[src/hw/rtl/smpq_pkg.sv]
// Shared types and constants of the sorted maximum priority queue.
`timescale 1ns / 1ps

package smpq_pkg;

    // Store and word geometry.
    localparam int DEPTH_DEF = 16;
    localparam int VALUE_W   = 32;
    localparam int CFG_W     = 5;
    localparam int STATUS_W  = 2;
    localparam int COUNT_W   = 5;

    // Capacity register value after reset.
    localparam logic [CFG_W-1:0] CAP_RESET = 5'd16;

    // Value reported for an absent entry.
    localparam logic signed [VALUE_W-1:0] NONE_VALUE = -32'sd1;

    // Operation codes.
    localparam logic CMD_PUSH = 1'b0;
    localparam logic CMD_POP  = 1'b1;

    // Result status codes.
    localparam logic [STATUS_W-1:0] STATUS_DONE  = 2'd0;
    localparam logic [STATUS_W-1:0] STATUS_FULL  = 2'd1;
    localparam logic [STATUS_W-1:0] STATUS_EMPTY = 2'd2;

    // Input word.
    typedef struct packed {
        logic                      cmd;
        logic signed [VALUE_W-1:0] value;
    } t_in_word;

    // Result word.
    typedef struct packed {
        logic [STATUS_W-1:0]       status;
        logic signed [VALUE_W-1:0] popped_value;
        logic signed [VALUE_W-1:0] front_value;
        logic signed [VALUE_W-1:0] rear_value;
        logic [COUNT_W-1:0]        count;
        logic                      is_empty;
        logic                      is_full;
    } t_out_word;

    // Commands from the controller to the datapath.
    typedef struct packed {
        logic load;
        logic read;
        logic place;
        logic step;
        logic finish;
    } t_dp_cmd;

    // Status from the datapath to the controller.
    typedef struct packed {
        logic reject;
        logic is_pop;
        logic idx_zero;
        logic scan_end;
        logic stop;
    } t_dp_stat;

endpackage

[src/hw/rtl/sorted_max_priority_queue.sv]
// Top level of the sorted maximum priority queue.
`timescale 1ns / 1ps

// The queue holds up to the programmed capacity of signed 32-bit values in a
// single-port store kept in descending order; equal values leave in arrival
// order. A word is taken when start is high and busy is low, and exactly one
// result word follows, shown for one cycle with o_valid high; the receiver
// cannot stall it, so it must take every result in that cycle. A push
// moves each smaller entry it compares back by one place, until it stops
// behind an entry greater than or equal to it or reaches the front of the
// queue; a pop moves each entry behind the front forward by one place. A
// rejected push or pop leaves the store untouched. Write the capacity
// register only while busy is low and no result is pending.
module sorted_max_priority_queue #(
    parameter int DEPTH = smpq_pkg::DEPTH_DEF
) (
    input  logic                       i_clk,
    input  logic                       i_rst_n,
    input  logic                       start,
    output logic                       busy,
    input  smpq_pkg::t_in_word         i_word,
    input  logic                       i_cfg_wr_en,
    input  logic [smpq_pkg::CFG_W-1:0] i_cfg_wdata,
    output logic                       o_valid,
    output smpq_pkg::t_out_word        o_word
);
    import smpq_pkg::*;

    t_dp_cmd  dp_cmd;
    t_dp_stat dp_stat;

    // Sequencer.
    smpq_ctrl u_ctrl (
        .i_clk   (i_clk),
        .i_rst_n (i_rst_n),
        .start   (start),
        .busy    (busy),
        .i_stat  (dp_stat),
        .o_cmd   (dp_cmd)
    );

    // Store and result datapath.
    smpq_datapath #(
        .DEPTH (DEPTH)
    ) u_datapath (
        .i_clk       (i_clk),
        .i_rst_n     (i_rst_n),
        .i_in_word   (i_word),
        .i_cfg_wr_en (i_cfg_wr_en),
        .i_cfg_wdata (i_cfg_wdata),
        .i_cmd       (dp_cmd),
        .o_stat      (dp_stat),
        .o_valid     (o_valid),
        .o_out_word  (o_word)
    );

endmodule

[src/hw/rtl/smpq_ctrl.sv]
// Controller state machine of the sorted maximum priority queue.
`timescale 1ns / 1ps

module smpq_ctrl (
    input  logic               i_clk,
    input  logic               i_rst_n,
    input  logic               start,
    output logic               busy,
    input  smpq_pkg::t_dp_stat i_stat,
    output smpq_pkg::t_dp_cmd  o_cmd
);
    import smpq_pkg::*;

    localparam logic [1:0] ST_IDLE  = 2'd0;
    localparam logic [1:0] ST_CHECK = 2'd1;
    localparam logic [1:0] ST_STEP  = 2'd2;
    localparam logic [1:0] ST_FIN   = 2'd3;

    logic [1:0] r_state;
    logic [1:0] n_state;

    // State register.
    always_ff @(posedge i_clk) begin
        if (!i_rst_n) begin
            r_state <= ST_IDLE;
        end else begin
            r_state <= n_state;
        end
    end

    // Next state and datapath commands.
    always_comb begin
        n_state = r_state;
        o_cmd   = '0;
        case (r_state)
            ST_IDLE: begin
                if (start) begin
                    o_cmd.load = 1'b1;
                    n_state    = ST_CHECK;
                end
            end
            ST_CHECK: begin
                if (i_stat.reject) begin
                    n_state = ST_FIN;
                end else if (!i_stat.is_pop) begin
                    if (i_stat.idx_zero) begin
                        o_cmd.place = 1'b1;
                        n_state     = ST_FIN;
                    end else begin
                        o_cmd.read = 1'b1;
                        n_state    = ST_STEP;
                    end
                end else if (i_stat.scan_end) begin
                    n_state = ST_FIN;
                end else begin
                    o_cmd.read = 1'b1;
                    n_state    = ST_STEP;
                end
            end
            ST_STEP: begin
                o_cmd.step = 1'b1;
                if (!i_stat.is_pop && i_stat.stop) begin
                    n_state = ST_FIN;
                end else begin
                    n_state = ST_CHECK;
                end
            end
            ST_FIN: begin
                o_cmd.finish = 1'b1;
                n_state      = ST_IDLE;
            end
            default: begin
                n_state = ST_IDLE;
            end
        endcase
    end

    assign busy = (r_state != ST_IDLE);

endmodule

[src/hw/rtl/smpq_datapath.sv]
// Datapath of the sorted maximum priority queue: store, counters and result word.
`timescale 1ns / 1ps

module smpq_datapath #(
    parameter int DEPTH = smpq_pkg::DEPTH_DEF
) (
    input  logic                         i_clk,
    input  logic                         i_rst_n,
    input  smpq_pkg::t_in_word           i_in_word,
    input  logic                         i_cfg_wr_en,
    input  logic [smpq_pkg::CFG_W-1:0]   i_cfg_wdata,
    input  smpq_pkg::t_dp_cmd            i_cmd,
    output smpq_pkg::t_dp_stat           o_stat,
    output logic                         o_valid,
    output smpq_pkg::t_out_word          o_out_word
);
    import smpq_pkg::*;

    localparam int AW = $clog2(DEPTH);
    localparam int CW = $clog2(DEPTH + 1);
    localparam int MW = (CW > CFG_W) ? CW : CFG_W;

    // Entry store, kept in descending order from address zero.
    logic signed [VALUE_W-1:0] mem [DEPTH];

    logic [CFG_W-1:0]          r_cfg;
    logic [CW-1:0]             r_held;
    logic [CW-1:0]             r_idx;
    logic                      r_cmd;
    logic signed [VALUE_W-1:0] r_val;
    logic signed [VALUE_W-1:0] r_rd_data;
    logic signed [VALUE_W-1:0] r_popped;
    logic signed [VALUE_W-1:0] r_front;
    logic signed [VALUE_W-1:0] r_rear;
    logic                      r_valid;
    t_out_word                 r_out_word;

    logic [MW-1:0]             held_w;
    logic [MW-1:0]             cfg_w;
    logic [MW-1:0]             cap_use;
    logic                      is_pop;
    logic                      reject;
    logic [CW-1:0]             rd_addr_full;
    logic [CW-1:0]             wr_addr_full;
    logic                      less;
    logic                      we;
    logic signed [VALUE_W-1:0] wdata;
    logic [CW-1:0]             n_held;
    logic signed [VALUE_W-1:0] n_front;
    logic signed [VALUE_W-1:0] n_rear;
    logic                      n_empty;

    // Capacity in use: zero counts as one, above the store depth as the depth.
    assign held_w = MW'(r_held);
    assign cfg_w  = MW'(r_cfg);
    always_comb begin
        if (cfg_w == '0) begin
            cap_use = MW'(1);
        end else if (cfg_w > MW'(DEPTH)) begin
            cap_use = MW'(DEPTH);
        end else begin
            cap_use = cfg_w;
        end
    end

    // Status toward the controller.
    assign is_pop = (r_cmd == CMD_POP);
    assign reject = is_pop ? (r_held == '0) : (held_w >= cap_use);
    assign less   = (r_rd_data < r_val);

    assign o_stat.reject   = reject;
    assign o_stat.is_pop   = is_pop;
    assign o_stat.idx_zero = (r_idx == '0);
    assign o_stat.scan_end = (r_idx >= r_held);
    assign o_stat.stop     = !less;

    // A push reads the entry ahead of the hole; a pop reads the entry to move forward.
    assign rd_addr_full = is_pop ? r_idx : (r_idx - CW'(1));
    assign wr_addr_full = is_pop ? (r_idx - CW'(1)) : r_idx;

    // Store write: place the new value, or move one entry by one place.
    always_comb begin
        we    = 1'b0;
        wdata = r_val;
        if (i_cmd.place) begin
            we = 1'b1;
        end else if (i_cmd.step) begin
            if (is_pop) begin
                we    = (r_idx != '0);
                wdata = r_rd_data;
            end else begin
                we    = 1'b1;
                wdata = less ? r_rd_data : r_val;
            end
        end
    end

    always_ff @(posedge i_clk) begin
        if (we) begin
            mem[wr_addr_full[AW-1:0]] <= wdata;
        end
    end

    always_ff @(posedge i_clk) begin
        if (i_cmd.read) begin
            r_rd_data <= mem[rd_addr_full[AW-1:0]];
        end
    end

    // Item registers and the scan index.
    always_ff @(posedge i_clk) begin
        if (i_cmd.load) begin
            r_cmd <= i_in_word.cmd;
            r_val <= i_in_word.value;
            r_idx <= (i_in_word.cmd == CMD_POP) ? '0 : r_held;
        end else if (i_cmd.step) begin
            if (is_pop) begin
                r_idx <= r_idx + CW'(1);
            end else if (less) begin
                r_idx <= r_idx - CW'(1);
            end
        end
    end

    // The popped value and the new front are caught as the pop walks the store.
    always_ff @(posedge i_clk) begin
        if (i_cmd.step && is_pop) begin
            if (r_idx == '0) begin
                r_popped <= r_rd_data;
            end else if (r_idx == CW'(1)) begin
                r_front <= r_rd_data;
            end
        end else if (i_cmd.finish) begin
            r_front <= n_front;
            r_rear  <= n_rear;
        end
    end

    // Count, front and rear after the item.
    always_comb begin
        n_held  = r_held;
        n_front = r_front;
        n_rear  = r_rear;
        if (!reject) begin
            if (is_pop) begin
                n_held = r_held - CW'(1);
            end else begin
                n_held = r_held + CW'(1);
                if (r_idx == '0) begin
                    n_front = r_val;
                end
                if (r_idx == r_held) begin
                    n_rear = r_val;
                end
            end
        end
    end

    assign n_empty = (n_held == '0);

    // Control registers.
    always_ff @(posedge i_clk) begin
        if (!i_rst_n) begin
            r_cfg   <= CAP_RESET;
            r_held  <= '0;
            r_valid <= 1'b0;
        end else begin
            r_valid <= i_cmd.finish;
            if (i_cfg_wr_en) begin
                r_cfg <= i_cfg_wdata;
            end
            if (i_cmd.finish) begin
                r_held <= n_held;
            end
        end
    end

    // Result word.
    always_ff @(posedge i_clk) begin
        if (i_cmd.finish) begin
            if (reject) begin
                r_out_word.status <= is_pop ? STATUS_EMPTY : STATUS_FULL;
            end else begin
                r_out_word.status <= STATUS_DONE;
            end
            r_out_word.popped_value <= (is_pop && !reject) ? r_popped : NONE_VALUE;
            r_out_word.front_value  <= n_empty ? NONE_VALUE : n_front;
            r_out_word.rear_value   <= n_empty ? NONE_VALUE : n_rear;
            r_out_word.count        <= COUNT_W'(MW'(n_held));
            r_out_word.is_empty     <= n_empty;
            r_out_word.is_full      <= (MW'(n_held) >= cap_use);
        end
    end

    assign o_valid    = r_valid;
    assign o_out_word = r_out_word;

endmodule
[config.mk]
export PLATFORM = sky130hd
export DESIGN_NAME = sorted_max_priority_queue
export DESIGN_NICKNAME = d
export VERILOG_FILES = /design/src/hw/rtl/smpq_pkg.sv /design/src/hw/rtl/sorted_max_priority_queue.sv /design/src/hw/rtl/smpq_ctrl.sv /design/src/hw/rtl/smpq_datapath.sv
export SDC_FILE = /design/constraint.sdc
export NUM_CORES = 1
export LEC_CHECK = 0
export ABC_AREA = 1
export CAP_MARGIN = 25
export CORE_MARGIN = 8
export CORE_UTILIZATION = 43
export CTS_CLUSTER_DIAMETER = 80
export DETAILED_ROUTE_END_ITERATION = 10
export DONT_BUFFER_PORTS = 1
export PLACE_DENSITY_LB_ADDON = 0.08
export SLEW_MARGIN = 0
export SYNTH_ARGS = -nofsm -noshare
export SYNTH_HDL_FRONTEND = slang
export SYNTH_SLANG_ARGS = --single-unit
[constraint.sdc]
create_clock -name i_clk -period 11.3 [get_ports i_clk]
set_input_delay 0.565 -clock i_clk [delete_from_list [all_inputs] [get_ports i_clk]]
set_output_delay 0.565 -clock i_clk [all_outputs]
set_load 0.02 [all_outputs]
Yosys cells after proc, flatten, opt, wreduce, memory -nomap -nowiden
Memories as Yosys holds them, arrays and structs flattened. A register that Yosys moved wholly into a read port is not among the register bits.
Index checks and enable logic that the tools add are counted.
{"block": "totals", "regBits": 252, "ram_bits": 512, "out_inout_bits": 107, "wordCells": 106, "memories": 1}
{"name": "u_datapath.mem", "depth": 16, "word_bits": 32, "rd": 1, "rd_ports_with_merged_regs": 1, "wr": 1, "line_no": "smpq_datapath.sv:24", "text": "logic signed [VALUE_W-1:0] mem [DEPTH];"}
{"block": "op_classes", "addsub": 4, "order_cmp": 5, "n_eq_ne": 8, "muxes": 50, "n_bitwise": 1, "n_reduce_logical": 20}
{"op": "$mux 32", "count": 14}
{"op": "$mux 5", "count": 9}
{"op": "$lt 32x32->1", "count": 1}
{"op": "$logic_not 5->1", "count": 4}
{"op": "$mux 1", "count": 18}
{"op": "$ge 5x5->1", "count": 3}
{"op": "$mux 2", "count": 6}
{"op": "$add 5x1->5 const B", "count": 2}
{"op": "$sub 5x1->5 const B", "count": 2}
{"op": "$mux 4", "count": 2}
{"op": "$pmux 2 s4", "count": 1}
{"op": "$ne 2x2->1 const B", "count": 3}
{"op": "$reduce_and 2->1", "count": 3}
{"op": "$reduce_bool 2->1", "count": 3}
{"op": "$eq 5x1->1 const B", "count": 1}
{"op": "$eq 5x5->1", "count": 1}
{"op": "$gt 5x5->1 const B", "count": 1}
{"op": "$reduce_bool 5->1", "count": 1}
{"op": "$eq 2x2->1 const B", "count": 2}
{"op": "$logic_and 1x1->1", "count": 3}
{"op": "$logic_not 1->1", "count": 3}
{"op": "$reduce_and 3->1", "count": 1}
{"op": "$reduce_bool 3->1", "count": 1}
{"op": "$eq 2x1->1 const B", "count": 1}
{"op": "2 further kinds", "count": 2}

Depth between registers and ports, before layout
Gate-level depths: netlist of run 1.
{"block": "logic_depth", "ltp_word": 10, "ltp_mapped": 19, "mapped_depth_nobuf": 19}

Hierarchy
A second synthesis of run 1 with hierarchy kept.
{"block": "hier_totals", "hier_cells": 2850, "hier_area_um2": 33203.1}
{"mod": "smpq_datapath", "instances": 1, "cells_per_inst": 2820, "area_each_um2": 33041.7}
{"mod": "smpq_ctrl", "instances": 1, "cells_per_inst": 30, "area_each_um2": 161.4}

Worst setup path after synthesis of run 1
No wires, ideal clock.
{"block": "synth_path", "kind": "register to register", "startpoint": "register u_datapath.r_idx[1]", "endpoint": "register u_datapath.r_front[0], enable pin", "setup_ns": 0.518, "arrival_ns": 3.576, "required_ns": 10.782, "setup_slack_ns": 7.205, "stages_incl_launch_ff": 10, "n_path_buf": 0, "synth_period_minus_slack_ns": 4.095, "path_cell_list": "edfxtp_1 > inv_1 > ha_1 > nand2_1 > nor2_1 > inv_2 > nor2_2 > inv_2 > nor2_1 > a21oi_1"}
{"block": "synth_via", "elab_chain_len": 3}
{"item": "from (decl)", "line_no": "smpq_datapath.sv:28", "text": "logic [CW-1:0] r_idx;"}
{"item": "from (signal assigned)", "line_no": "smpq_datapath.sv:115", "text": "r_idx <= (i_in_word.cmd == CMD_POP) ? '0 : r_held;"}
{"item": "from (signal assigned)", "line_no": "smpq_datapath.sv:118", "text": "r_idx <= r_idx + CW'(1);"}
{"item": "from (signal assigned)", "line_no": "smpq_datapath.sv:120", "text": "r_idx <= r_idx - CW'(1);"}
{"item": "$eq 5x1->1 / $logic_not 5->1 (equally long branches)", "line_no": "smpq_datapath.sv:130, smpq_datapath.sv:128"}
{"item": "$ne 2x2->1 (no line)"}
{"item": "$reduce_and 3->1 (no line) *"}
{"item": "to (signal assigned)", "line_no": "smpq_datapath.sv:131", "text": "r_front <= r_rd_data;"}
{"item": "to (signal assigned)", "line_no": "smpq_datapath.sv:134", "text": "r_front <= n_front;"}
{"item": "to (decl)", "line_no": "smpq_datapath.sv:33", "text": "logic signed [VALUE_W-1:0] r_front;"}
Every way passes the cells marked *; elsewhere a longest branch is shown, timed or not.
A chain may end at the register's enable or synchronous reset.

Worst setup path in the final report of run 1
{"block": "layout_path", "startpoint": "register u_datapath.r_cmd, in the netlist u_datapath.is_pop", "endpoint": "register u_datapath.r_rd_data[22], read port of u_datapath.mem (data pin)"}
{"block": "layout_via", "elab_chain_len": 3}
{"item": "from (decl)", "line_no": "smpq_datapath.sv:29", "text": "logic r_cmd;"}
{"item": "from (signal assigned)", "line_no": "smpq_datapath.sv:113", "text": "r_cmd <= i_in_word.cmd;"}
{"item": "$mux 1, on equally long branches", "line_no": "smpq_ctrl.sv:45, smpq_datapath.sv:68"}
{"item": "$mux 2", "line_no": "smpq_ctrl.sv:43", "text": "if (i_stat.reject) begin"}
{"item": "$mux 2", "line_no": "smpq_ctrl.sv:35", "text": "case (r_state)"}
{"item": "to (decl)", "line_no": "smpq_datapath.sv:31", "text": "logic signed [VALUE_W-1:0] r_rd_data;"}
Parallel ways exist; a longest one is shown, timed or not.

==> results of run 1 <==
-- final cells by class --
type,count,share of cell area
well taps,1040,0.0350
diodes,2,0.000134
repair buffers,59,0.0171
flip-flops and latches,796,0.639
clock buffers,110,0.0614
inverters,186,0.0191
clock inverters,38,0.00931
multi-input cells,1709,0.220
-- final timing paths --
kind / start / to / depth (start not counted)
worst max-delay path: u_datapath.is_pop / u_datapath.r_rd_data[22] / 10
worst min-delay path: i_word[7] / u_datapath.r_val[7] / 0
worst max register to register: u_datapath.is_pop / u_datapath.r_rd_data[22] / 10
worst min register to register: u_datapath.r_popped[16] / u_datapath.o_out_word[87] / 1
-- critical path, cell delays in order, from the launching register on --
cell	delay [ps]
edfxtp_1	990
inv_2	340
ha_4	610
buf_4	810
buf_4	830
nand2_1	110
nand2_1	100
nor2_1	40
a311oi_1	270
a31oi_1	80
o21ai_1	300
-- synthesized netlist by cell type (8+ instances only) --
cell type / n / share of area
inv_1: 175 / 0.020
inv_2: 8 / 0.00091
o21ai_1: 108 / 0.016
a311oi_1: 32 / 0.0085
buf_2: 46 / 0.0069
or2_2: 33 / 0.0062
ha_1: 54 / 0.020
clkbuf_1: 80 / 0.0091
dfxtp_1: 13 / 0.0079
o21ai_0: 81 / 0.012
nand2_1: 972 / 0.11
nand3_1: 238 / 0.036
edfxtp_1: 783 / 0.71
buf_1: 8 / 0.00091
a31oi_1: 33 / 0.0062
nor2_1: 89 / 0.010
a21oi_1: 26 / 0.0039
-- state kept, by name, indices dropped and copies added (netlist names), 32 cells and up --
name	count
u_datapath.o_out_word	105
u_datapath.mem	512
u_datapath.r_val	32
u_datapath.r_rear	32
u_datapath.r_front	32
u_datapath.r_rd_data	32
u_datapath.r_popped	32
-- power by group --
part	internal (mW)	switching [mW]	total, mW	leakage, nW
Clock	1.56	1.11	2.67	1.28
Sequential	3.43	0.0793	3.51	7.15
Combinational	0.313	0.907	1.22	5.30
Total	5.29	2.10	7.39	13.7
-- cell families after synthesis --
logic type,count (synthesis),share of synthesized area
xor gates and xnor gates,9,0.00261
buffers and inverters,333,0.0418
AOI/OAI and AO/OA,294,0.0505
DFF,796,0.717
adders and majority gates,55,0.0210
and+or+nand+nor,1351,0.167
-- routing by layer --
layer / vias to the layer above / routed length, microns / share of wire
li1: 9805 / - / -
met1: 9950 / 39600 / 0.48
met2: 633 / 36500 / 0.44
met3: 123 / 5030 / 0.061
met4: 0 / 1940 / 0.023
met5: - / 0 / 0
-- repair_timing --
item,CTS,global route
resized for setup,0,0
hold endpoints to repair,16,0
hold buffers,16,0
==> impl_metrics.csv, run 1 <==
group,metric,value,unit
power,p_leak,13.7,nW
floorplan,die_h,294,microns
sta,hold_violations,0,
worst_setup_path,start_kind,"flop",
job,drv_cap,0,
global_routing,grt_start_max_net_pins,109,
power,totalPowerFinal,7.39,mW
placement,hpwl,50400,microns
synth,yosysSeqAreaShare,0.717,
sta,period_minus_slack,4810,ps
clock_network,cts_tree,"yes",
synth,netlist_area,33100,sq um
global_routing,grt_pass1_vias,19600,
synth,postSynthCellCount,2838,
finish,final_cell_mix,"nand2_1 (972), edfxtp_1 (783), nand3_1 (237)",
routing,drtPass1Iterations,6,
clock_network,insertion_delay,630,ps
finish,stdcell_count,3940,
synth,yosys_most_used_dff,"edfxtp_1",
worst_setup_path,r2r_slack,6490,ps
sta,slew_viol_final,0,
synth,ys_seq_elements,796,
routing,postRouteAntennaNets,0,
placement,dpl_worst_slack,6600,ps
floorplan,die-area,86200,sq um
floorplan,core,76800,sq um
clock_network,cts.sinks,796,
finish,n_fill_cell,6869,
floorplan,die_w,294,microns
finish,layout_commonest_cell,"nand2_1",
worst_setup_path,required,11720,ps
sta,rsz0062_at_grt,"false",
placement,placed_area,34400,sq um
sta,fmax,0.208,GHz
run_status,outcome,"finished clean",
finish,register_area,23800,sq um
placement,dp.cells,3773,
worst_setup_path,worstPathArrival,5230,ps
finish,final_nets,2933,
placement,io_buffers,0,
sta,whs,41.0,ps
clock_network,cts-root-buf,"clkbuf_16",
power,power_density,199,nW/um^2
sta,fin_tns_setup,0,ps
global_routing,grt_pass1_wl,125000,microns
routing,num_vias,20500,
synth,synth-edff-count,783,
finish,area_growth,12.3,%
routing,routed_via_density,5.21,
global_routing,gr-usage-met3,0.0285,
synth,yosysWarnings,0,
min_path,hold_class,"input port to flop",
floorplan,start_util,0.431,
worst_setup_path,crit_fanout,82,
sta,fin_crit_sh,0.426,
worst_setup_path,path_class,"flop to flop",
clock_network,post_cts_buffers,0,
routing,first_iter_violations,1781,
routing,drc,0,
sta,clock_skew,21.4,ps
finish,multi_input_area,8170,sq um
synth,ys_types,43,
finish,fin_util,0.485,
finish,fin_area,37200,sq um
floorplan,rows,102,
power,ir_drop,0.129,mV
global_routing,grt.total_usage,0.190,
sta,setup_viol,0,
global_routing,overflow,0,
clock_network,clk_pin_slew_worst_paths,60,ps
global_routing,grt_busiest_layer,"met2",
synth,avgSynthCellArea,11.7,sq um
clock_network,cts_inserted_buffers,84,
placement,routabilityCongestion,0.850,
routing,wl,83100,microns
global_routing,antenna_found_initial,0,
sta,worstMarginPinSlew,979,ps
global_routing,grt_use_met2,0.287,
synth,syn_nets,2935,
finish,drive_gt1_frac,0.0790,
sta,max_slew_margin,0.347,
routing,wl_per_cell,21.1,microns
worst_setup_path,end_kind,"flop",
clock_network,cts_buffer_depth,3,
sta,final.setup.worst_slack,6490,ps
global_routing,use_met1,0.286,
floorplan,io-pin-count,149,
synth,async_flop_share,0,
clock_network,htreeDepth,3,
Note: power is estimated with default switching activity, not from simulation.
==> run 2: changes to the inputs <==
Settings changed: ABC_AREA 1 to 0.
Clock period 11.3 ns to 4.14 ns, I/O delays scaled along.
==> run 2 against run 1 <==
Via count decreased by 13%. Sequential share of layout area fell by 1.8 points. First-iteration DRC count decreased by 10%. Clock skew increased by 7.2 ps. Combinational power grew to 3.3 times the previous value. Die area increased by 0.22%. Non-clock buffer count grew 78. Critical path depth up 1. Worst hold slack better by 13 ps.
==> impl_metrics.csv, run 2 <==
group,metric,value,unit
run_status,outcome,"finished clean",
sta,hold_violations,0,
worst_setup_path,path_class,"flop to flop",
synth,avgSynthCellArea,18.2,sq um
power,power_switching_share,0.272,
worst_setup_path,r2r_start,"u_datapath.held_w[0]",
min_path,whs_path_depth,4,
worst_setup_path,r2r_slack,300,ps
finish,drive_gt1_frac,0.231,
sta,clock_skew,28.6,ps
synth,yosysMostFrequentCell,"edfxtp_1",
global_routing,overflow,0,
power,p_int,15.3,mW
routing,postRouteAntennaNets,0,
min_path,hold_class,"input port to flop",
clock_network,cts.sinks,796,
synth,netlist_area,33200,sq um
floorplan,rows,102,
routing,wl_per_cell,27.8,microns
power,comb_power_share,0.193,
worst_setup_path,required,4400,ps
power,ir_drop,0.292,mV
finish,largest_reg_flops,512,
sta,setup_viol,0,
worst_setup_path,rr_worst_depth,11,
clock_network,clk_pin_slew_worst_paths,60,ps
global_routing,grt_pass1_vias,17700,
clock_network,cts_inserted_buffers,84,
floorplan,io-pin-count,149,
placement,routabilityCongestion,0.786,
finish,final_nets,2028,
synth,netlist.area_leader.share,0.708,
clock_network,insertion_delay,640,ps
finish,final_cell_mix,"edfxtp_1 (783), mux4_2 (160), clkbuf_16 (85)",
routing,drc,0,
worst_setup_path,worstPathArrival,4110,ps
floorplan,core,77000,sq um
routing,drtPass1Iterations,5,
worst_setup_path,reg2reg_to,"u_datapath.mem[1][4]",
placement,hpwl,49700,microns
floorplan,start_util,0.432,
clock_network,cts-root-buf,"clkbuf_16",
synth,synth_top_area_cell,"edfxtp_1",
synth,yosysSeqAreaShare,0.716,
power,clock_power_share,0.344,
worst_setup_path,start_kind,"flop",
min_path,whs_endpoint,"u_ctrl.r_state[1]",
worst_setup_path,end_kind,"flop",
finish,fin_area,38300,sq um
finish,area_growth,15.4,%
power,p_leak,12.5,nW
sta,whs,54.3,ps
synth,yosys_most_used_dff,"edfxtp_1",
routing,wl,84600,microns
synth,yosysWarnings,0,
global_routing,antenna_found_initial,3,
synth,syn_nets,1926,
floorplan,die_w,294,microns
job,drv_cap,0,
power,power_density,547,nW/um^2
synth,ys_seq_elements,796,
routing,routed_via_density,5.85,
finish,layout_commonest_cell,"edfxtp_1",
synth,postSynthCellCount,1829,
sta,worstMarginPinSlew,1060,ps
min_path,hp-start,"i_rst_n",
global_routing,grt.total_usage,0.193,
sta,max_slew_margin,0.295,
global_routing,grt_start_max_net_pins,81,
sta,fmax,0.260,GHz
clock_network,htreeDepth,3,
power,netSwitchingPower,5.70,mW
placement,io_buffers,0,
synth,async_flop_share,0,
synth,synth_area_leaders,"edfxtp_1 (71%), mux4_2 (11%), ha_1 (2.0%), o311ai_2 (1.5%), o211ai_1 (1.3%)",
synth,ys_types,63,
clock_network,cts-resized-gates,0,
sta,rsz0062_at_grt,"false",
placement,placed_area,35100,sq um
global_routing,grt_pass1_wl,124000,microns
sta,fin_crit_sh,0.928,
synth,synth-edff-count,783,
worst_setup_path,crit_fanout,21,
sta,period_minus_slack,3840,ps
synth,synth_common_cells,"edfxtp_1 (783), mux4_2 (160), clkbuf_1 (67), nor2_1 (65), nand2_1 (62)",
floorplan,die_h,294,microns
routing,first_iter_violations,1600,
sta,slew_viol_final,0,
finish,n_fill_cell,6331,
floorplan,die-area,86400,sq um
clock_network,cts_tree,"yes",
power,totalPowerFinal,21.0,mW
routing,num_vias,17800,
clock_network,cts_buffer_depth,3,
power,seq_power_share,0.463,
[run 2: cell types whose count changed after synthesis, sizes merged, moves of 37 or more]
cell | before | now
and3 | 0 | 37
o21ai | 190 | 90
mux4 | 0 | 160
o211ai | 3 | 66
inv | 185 | 52
nand3 | 239 | 12
nand2 | 976 | 62
mux2i | 0 | 37
[run 2: final cells by class]
type / instances / area, sq um / share of cell area
Sequential cell: 796 / 23800 / 0.620
Tap cell: 1040 / 1300 / 0.0340
Clock buffer: 100 / 2190 / 0.0572
Antenna cell: 2 / 5.00 / 0.000131
Multi-Input combinational cell: 860 / 8960 / 0.234
Inverter: 52 / 198 / 0.00516
Clock inverter: 54 / 420 / 0.0110
Timing Repair Buffer: 137 / 1460 / 0.0380
[run 2: cells by family (layout without fill, tap and decap cells)]
kind of cell / Yosys count / after routing / synth area share
compound gates: 305 / 305 / 0.0711
xor+xnor: 14 / 14 / 0.00369
fa+ha+maj: 55 / 55 / 0.0209
buf+inv: 173 / 343 / 0.0226
flops: 796 / 796 / 0.716
mux: 197 / 197 / 0.120
other cells: 0 / 2 / 0
simple gates: 289 / 289 / 0.0463
[run 2: repair_timing]
| item | 4_1_cts | 5_1_grt |
|---|---|---|
| endpoints found under the hold margin | 52 | 0 |
| hold buffers | 44 | 0 |
| setup buffers | 0 | 0 |
[run 2: through the flow]
step / TNS (ps) / utilization / setup WS, ps / cells
finish: 0 / 0.498 / 297 / 3041
global route: 0 / 0.498 / 213 / 3039
floorplan: -52910 / - / -130 / 1829
global placement: 0 / 0.456 / 368 / 2826
detailed placement: 0 / 0.456 / 471 / 2828
CTS: 0 / 0.496 / 411 / 3026
[run 2: power groups by stage]
| stage | clock network, mW | registers [mW] | logic (mW) |
|---|---|---|---|
| 6_report | 7.21 | 9.71 | 4.05 |
| 5_1_grt | 7.69 | 9.73 | 4.35 |
| 4_1_cts | 7.39 | 9.71 | 4.07 |
| 3_5_place_dp | 0 | 9.88 | 4.02 |
| 3_3_place_gp | 0 | 9.87 | 3.99 |
| 2_1_floorplan | 0 | 9.79 | 2.66 |
[run 2: how the worst max path moves through the flow]
stage / start / end / slack (ps)
global placement: u_datapath.held_w[0] / u_datapath.mem[3][9] / 370
detailed placement: u_datapath.held_w[0] / u_datapath.mem[1][3] / 470
global route: u_datapath.held_w[0] / u_datapath.mem[1][10] / 210
CTS: u_datapath.held_w[0] / u_datapath.mem[1][20] / 410
finish: u_datapath.held_w[0] / u_datapath.mem[1][4] / 300
floorplan: u_datapath.is_pop / u_datapath.mem[15][0] / -130
[run 2: critical path: stages (launching register included)]
cell and delay [ps]:
dfxtp_1 560, inv_1 210, ha_1 330, nand2b_1 140
a21o_1 190, a21o_1 250, a211oi_1 580, buf_4 230
o21ai_0 190, buf_2 260, nor2_4 100, buf_4 400
[run 2: layer usage]
metal | global-route usage | vias up | share of wire
li1 | - | 7705 | -
met1 | 0.286 | 9394 | 0.46
met2 | 0.300 | 569 | 0.46
met3 | 0.0298 | 116 | 0.058
met4 | 0.0479 | 2 | 0.018
met5 | 0 | - | 0.000095
